===== src/rtl/lgmt_ram.sv =====
// Generic single-write, single-read RAM with registered read data.
// No dependencies.
module lgmt_ram #(
  parameter int WIDTH = 8,
  parameter int DEPTH = 16
) (
  input  logic                     clk_i,
  input  logic                     we_i,
  input  logic [$clog2(DEPTH)-1:0] waddr_i,
  input  logic [WIDTH-1:0]         wdata_i,
  input  logic [$clog2(DEPTH)-1:0] raddr_i,
  output logic [WIDTH-1:0]         rdata_o
);

  logic [WIDTH-1:0] mem_q [DEPTH];

  // Write port and registered read port.
  always_ff @(posedge clk_i) begin
    if (we_i) begin
      mem_q[waddr_i] <= wdata_i;
    end
    rdata_o <= mem_q[raddr_i];
  end

endmodule


===== config.mk =====
export PLATFORM = sky130hd
export DESIGN_NAME = lgmt_ram
export DESIGN_NICKNAME = d
export VERILOG_FILES = /design/src/rtl/lgmt_ram.sv
export SDC_FILE = /design/constraint.sdc
export NUM_CORES = 1
export LEC_CHECK = 0
export BUFFER_PORTS_ARGS = -buffer_cell sky130_fd_sc_hd__buf_2
export CELL_PAD_IN_SITES_DETAIL_PLACEMENT = 0
export CELL_PAD_IN_SITES_GLOBAL_PLACEMENT = 2
export CORE_MARGIN = 2
export CORE_UTILIZATION = 48
export DETAILED_ROUTE_END_ITERATION = 8
export PLACE_DENSITY_LB_ADDON = 0.15
export SLEW_MARGIN = 25
export SYNTH_ARGS = -nofsm -noshare
export SYNTH_HDL_FRONTEND = slang
export SYNTH_SLANG_ARGS = --single-unit

===== constraint.sdc =====
create_clock -name clk_i -period 2.3 [get_ports clk_i]
set_clock_uncertainty 0.2 [all_clocks]
set_input_delay 0.46 -clock clk_i [delete_from_list [all_inputs] [get_ports clk_i]]
set_output_delay 0.46 -clock clk_i [all_outputs]
set_load 0.05 [all_outputs]

# Word-level counts from Yosys, hierarchy flattened
# Memories as Yosys holds them, arrays and structs flattened. A register that Yosys moved wholly into a read port is not among the register bits.
# Index checks and enable logic that the tools add are counted.
[word_totals]
regBits = 0
latch_bits = 0
ramBits = 128
mem_bits_ro = 0
inputBits = 18
output_inout_bits = 8
wordCells = 3
n_memories = 1
[op_classes]
n_addsub = 0
n_mul = 0
n_div = 0
magnitude_cmp = 0
n_eq_ne = 0
shift = 0
n_mux = 2
bitwise = 0
reduce_logical = 0
[mem_list]
columns = ["memory", "depth", "word_bits", "read_ports", "rd_ports_with_merged_regs", "write_ports", "line", "rtl"]
rows = [
  ["mem_q", 16, 8, 1, 1, 1, "15", "logic [WIDTH-1:0] mem_q [DEPTH];"],
]
[op_table]
columns = ["operator", "count"]
rows = [
  ["$mux W1", 2],
]

# Logic depth before layout (Yosys ltp)
# Gate-level depths: netlist (run 1).
[logic_depth]
depth_word = 2
ltp_mapped = 5
depth_no_buf = 3

# Least setup slack after synthesis (run 1)
# OpenSTA, ideal clock, no wires.
[synth_timing]
path_type = "input -> register"
start = "in waddr_i[2]"
end = "mem mem_q[0][0] (enable)"
setup_ns = 0.383
arrival_time_ns = 1.570
required_time_ns = 1.717
slack_ns = 0.147
cell_stages = 2
path_cell_list = "or3b_2 nor3_1"
[synth_rtl]
columns = ["element", "line", "rtl"]
rows = [
  ["start: declaration", "9", "input logic [$clog2(DEPTH)-1:0] waddr_i,"],
  ["end: declaration", "15", ""],
]
# Straight into the memory's write port.

# Final worst setup path (run 1)
[layout_timing]
start = "reg rdata_o[4] (read register of mem_q)"
end = "out rdata_o[4]"
[layout_rtl]
columns = ["element", "line", "rtl"]
rows = [
  ["start: declaration", "12", "output logic [WIDTH-1:0] rdata_o"],
]
# No word-level cell between the ends.

==> results of run 1 <==
-- sequential cells by signal (all words and copies together) (netlist names) --
| register | flops |
|---|---|
| rdata_o | 8 |
| mem_q | 128 |
-- cell usage after synthesis --
cell	n	area (µm²)
or3b_2	1	8.76
nand3_1	1	5.00
buf_2	3	15.0
nand3b_1	2	15.0
buf_4	1	7.51
dfxtp_1	8	160
and2b_1	1	7.51
nand2b_1	2	12.5
nand2_1	9	33.8
and2_1	1	6.26
nor2_1	13	48.8
a22oi_1	16	120
mux4_1	14	368
buf_6	3	33.8
mux4_2	18	405
nor2b_1	1	6.26
nor3_1	4	20.0
edfxtp_1	128	3840
clkdlybuf4s25_2	3	30.0
-- cells by family (layout without fill, tap and decap cells) --
kind of cell | after synthesis | after routing | synth area share [%]
compound gates | 16 | 16 | 2.33
buf+inv | 10 | 78 | 1.68
flops | 136 | 136 | 77.8
mux | 32 | 32 | 15.0
other cells | 0 | 1 | 0
simple gates | 35 | 35 | 3.18
-- metal layers --
layer	routed length (µm)	up-vias	track usage, %
li1	-	1090	-
met5	0	-	0
met4	64	0	6.32
met1	4470	1276	25.7
met2	5020	58	30.0
met3	367	5	5.81
-- worst min-delay path by stage --
stage	from	end	slack [ps]	cells after the start
floorplan	wdata_i[0]	mem_q[0][0]	360	0
global placement	mem_q[11][1]	rdata_o[1]	450	3
detailed placement	mem_q[11][1]	rdata_o[1]	470	3
CTS	wdata_i[5]	mem_q[2][5]	110	1
global route	wdata_i[1]	mem_q[4][1]	120	1
finish	wdata_i[1]	mem_q[4][1]	130	1
-- metrics by stage --
step / hold WS (ps) / worst slack, ps / total power [W] / utilization (%)
final: 126 / 450 / 0.00577 / 59.1
after global routing: 116 / 418 / 0.00595 / 59.1
after detailed placement: 468 / 153 / 0.00316 / 53.4
after global placement: 450 / 175 / 0.00315 / 53.4
after floorplan: 359 / 147 / 0.00303 / -
after CTS: 110 / 419 / 0.00582 / 59.1
-- report_power, final --
part	switching [W]	internal, W	leakage, nW	total [W]
clock	0.00101	0.00166	0.280	0.00267
combinational	0.000197	0.000114	0.590	0.000311
sequential	0.0000186	0.00277	1.22	0.00279
-- area by class of cell --
type	instances	area, µm²
well taps	136	170
flip-flops and latches	136	4000
repair buffers	46	308
diodes	1	2.50
clock inverters	14	174
clock buffers	18	418
fillers	797	4240
multi-input cells	83	1060
==> run_results.csv, run 1 <==
group,metric,value,unit
run_status,outcome,"completed",
placed_design,io_buffers,25,
clock_tree,ctsHoldBuffers,0,
sta,tns,0,ps
power,powerDensity,941,mW/mm²
finish,finalNonFillerCells,434,
worst_setup_path,startpoint_type,"register",
placed_design,gp_congestion,0.675,
routing,detail-route-antenna-nets,0,
routing,drt_iter0_markers,132,
global_route,grt_pass1_wl,15100,µm
worst_setup_path,r2r_slack,700,ps
clock_tree,cts_root_buffer,"clkbuf_8",
sta,period_share,80.4,%
sta,rsz0062_at_grt,"no",
clock_tree,cts_tree,"done",
sta,hold_viol,0,
clock_tree,cts_buffers,17,
power,p_leak,2.09,nW
synthesis,synthCells,229,
sta,report.final.slew_viol_count,0,
placed_design,dp_hpwl,6120,µm
synthesis,synth.distinct_cells,19,
placed_design,placed_area,0.00554,mm²
routing,drc,0,
sta,tightest_slew,470,ps
routing,num_vias,2429,
clock_tree,post_cts_buffers,0,
global_route,antenna_found_initial,1,
worst_setup_path,path_buf_inv,1,
die,die_w,108,µm
worst_setup_path,path_cells,"buf_2",
die,die_area,0.0116,mm²
routing,dr.pass1.iters,4,
flow_run,maxCapViolCount,0,
die,core,0.0104,mm²
sta,fmax,0.541,GHz
synthesis,synth_area,0.00515,mm²
worst_setup_path,cp_top_family,"flip-flops",
sta,setup_violations,0,
die,die_y,108,µm
global_route,grt-ovfl-total,0,
die,io_pins,26,
worst_setup_path,path_depth,1,
sta,timing.final.crit_period,1850,ps
finish,final_cell_mix,"edfxtp_1, buf_2, buf_4, mux4_2",
placed_design,dpl.cell_count,401,
clock_tree,cts_resized,0,
worst_setup_path,crit_type,"reg2out",
power,ir_worst_vdd,451,µV
die,start_util,49.6,%
worst_setup_path,r2r_end,"rdata_o[4]",
synthesis,ys_ff_latch,136,
clock_tree,clk_pin_slew,60,ps
worst_setup_path,worstPathArrival,1190,ps
hold_path,hold_class,"in2reg",
worst_setup_path,crit_required,1640,ps
worst_setup_path,cp-end-kind,"primary output",
worst_setup_path,path_max_fanout,1,
global_route,grt_pass1_vias,2484,
clock_tree,clkSinkCount,136,
worst_setup_path,critPathCapture,"rdata_o[4]",
worst_setup_path,slowest_delay,390,ps
synthesis,synth_warnings,0,
finish,layout.nets,302,
routing,routedWlPerCell,22.9,µm
worst_setup_path,slowest_stage,"dfxtp_1",
worst_setup_path,r2r_start,"mem_q[10][4]",
finish,area_growth,19.2,%
global_route,grt_use_total,19.1,%
global_route,grt_max_degree,33,
finish,layout_commonest_cell,"edfxtp_1",
finish,drive_above_1_share,32.0,%
clock_tree,cts_buffer_depth,2,
routing,viasPerCell,5.60,
worst_setup_path,crit_path_start,"rdata_o[4]",
finish,final_area,0.00613,mm²
clock_tree,worstSkewPairLatency,520,ps
die,row_count,37,
synthesis,synth_nets,247,
sta,slew_headroom,68.7,%
synthesis,syn_avg_cell_area,22.5,µm²
routing,routed_wl,9930,µm
synthesis,ys_seq_area_share,77.8,%
clock_tree,htreeDepth,4,
worst_setup_path,r2r_cells,3,
Power figures use the tool's default switching activity.
==> run 2, diff against run 1 <==
==> constraint.sdc (replaced) <==
create_clock -name clk_i -period 1.9 [get_ports clk_i]
set_clock_uncertainty 0.2 [all_clocks]
set_input_delay 0.38 -clock clk_i [delete_from_list [all_inputs] [get_ports clk_i]]
set_output_delay 0.38 -clock clk_i [all_outputs]
set_load 0.05 [all_outputs]
==> run 2 against run 1 <==
Net effect:
- flip-flop and latch count unchanged
- critical path depth unchanged
- combinational power up 28%
- worst hold slack worse by 74 ps
- sequential share of layout area down 0.55 points
- count of clock-buffer cells in the layout unchanged
- routed wire length down 2.1%
- power up 18%
- global-route usage down 0.37 points
- critical path type unchanged
- critical endpoint is now rdata_o[6]
==> run_results.csv, run 2 (synthesis results as in run 1) <==
group,metric,value,unit
power,pwr-share-clk,44.8,%
worst_setup_path,startpoint_type,"register",
global_route,grt_pass1_wl,14900,µm
clock_tree,cts_buffer_depth,2,
global_route,antenna_found_initial,0,
flow_run,maxCapViolCount,0,
worst_setup_path,cp-end-kind,"primary output",
clock_tree,cts_buffers,17,
sta,layout_setup_ws,162,ps
sta,tightest_slew,803,ps
sta,period_share,91.5,%
clock_tree,clk_pin_slew,60,ps
sta,timing.final.crit_period,1740,ps
finish,largest_reg_flops,128,
worst_setup_path,r2r_cells,3,
routing,detail-route-antenna-nets,0,
power,powerDensity,1100,mW/mm²
power,p_int,0.00537,W
global_route,grt-ovfl-total,0,
power,ir_worst_vdd,541,µV
global_route,grt_pass1_vias,2549,
finish,diodes,0,
placed_design,dpl_worst_slack,-211,ps
clock_tree,cts_root_buffer,"clkbuf_8",
worst_setup_path,r2r_start,"mem_q[0][3]",
sta,fmax,0.575,GHz
placed_design,dp_hpwl,6270,µm
worst_setup_path,r2r_slack,340,ps
die,die_y,108,µm
finish,final_cell_mix,"edfxtp_1, buf_2, buf_4, mux4_2",
finish,layout_commonest_cell,"edfxtp_1",
clock_tree,ctsHoldBuffers,0,
routing,num_vias,2425,
placed_design,placed_area,0.00562,mm²
finish,drive_above_1_share,33.8,%
routing,routed_wl,9720,µm
sta,slew_headroom,46.4,%
finish,layout.nets,307,
routing,drt_iter0_markers,124,
hold_path,hold_class,"in2reg",
power,p_sw_share,21.3,%
die,row_count,37,
clock_tree,clkSinkCount,136,
run_status,outcome,"completed",
routing,viasPerCell,5.54,
worst_setup_path,slowest_stage,"dfxtp_1",
sta,hold_viol,0,
die,io_pins,26,
global_route,grt_max_degree,18,
placed_design,gp_congestion,0.732,
worst_setup_path,crit_required,1320,ps
routing,dr.pass1.iters,4,
die,start_util,49.6,%
worst_setup_path,worstPathArrival,1160,ps
die,die_area,0.0116,mm²
power,switchingPower,0.00145,W
die,core,0.0104,mm²
worst_setup_path,path_max_fanout,1,
worst_setup_path,path_cells,"buf_2",
worst_setup_path,cp_top_family,"flip-flops",
routing,routedWlPerCell,22.2,µm
clock_tree,htreeDepth,4,
hold_path,hold_end,"mem_q[4][7]",
placed_design,io_buffers,25,
hold_path,hold_depth,1,
worst_setup_path,r2r_end,"rdata_o[3]",
power,pwr-share-seq,49.4,%
power,p_leak,2.11,nW
clock_tree,post_cts_buffers,0,
clock_tree,cts_tree,"done",
worst_setup_path,path_buf_inv,1,
power,combPwrFrac,5.8,%
routing,drc,0,
finish,area_growth,20.2,%
finish,top_register,"mem_q",
sta,setup_violations,0,
sta,report.final.slew_viol_count,0,
sta,rsz0062_at_grt,"no",
clock_tree,worstSkewPairLatency,510,ps
sta,hold_ws,51.9,ps
hold_path,hold_start,"wdata_i[7]",
finish,largest_registers,"mem_q (128), rdata_o (8)",
global_route,grt_use_total,18.7,%
worst_setup_path,crit_type,"reg2out",
clock_tree,cts_resized,0,
worst_setup_path,slowest_delay,360,ps
finish,final_util,59.7,%
die,die_w,108,µm
finish,final_area,0.00619,mm²
## run 2: cell count changes in the layout (fill, tap and decap cells not counted)
cell / change
buf_12: +3
buf_4: +2
bufinv_16: -1
clkinv_1: -1
clkinv_2: +1
clkinv_4: -2
clkinvlp_4: +4
diode_2: -1
inv_6: -1
nor3_1: -1
nor3_2: +1
## run 2: final cells by class
type                       count  area [µm²]
fill                         775        4180
clock buffer                  18         418
timing repair buffer          51         383
clock inverter                14         149
sequential                   136        4000
multi-input combinational     83        1060
tap                          136         170
## run 2: worst max path at each step
stage,from,to,slack [ps],depth (start not counted)
6_report,rdata_o[6],rdata_o[6],160,1
5_1_grt,rdata_o[6],rdata_o[6],100,1
4_1_cts,rdata_o[6],rdata_o[6],110,1
3_5_place_dp,raddr_i[0],rdata_o[1],-210,6
3_3_place_gp,raddr_i[0],rdata_o[1],-200,6
2_1_floorplan,waddr_i[2],mem_q[3][0],50,2
## run 2: per-layer routing
metal / routed length [µm] / GRT usage, %
met3: 404 / 5.75
met2: 4800 / 28.8
met5: 0 / 0
met1: 4410 / 26.0
met4: 98 / 5.77
## run 2: per-stage QoR
step           total power, W  TNS (ps)  cells
2_1_floorplan         0.00367         0    229
3_3_place_gp          0.00383      -685    406
3_5_place_dp          0.00384      -723    406
4_1_cts               0.00690         0    438
5_1_grt               0.00707         0    438
6_report              0.00683         0    438
## run 2: power by group through the flow
stage	registers, W	logic [W]	clock network [W]
detailed placement	0.00344	0.000402	0
CTS	0.00337	0.000404	0.00312
floorplan	0.00350	0.000171	0
global route	0.00338	0.000425	0.00327
finish	0.00337	0.000398	0.00306
global placement	0.00343	0.000396	0
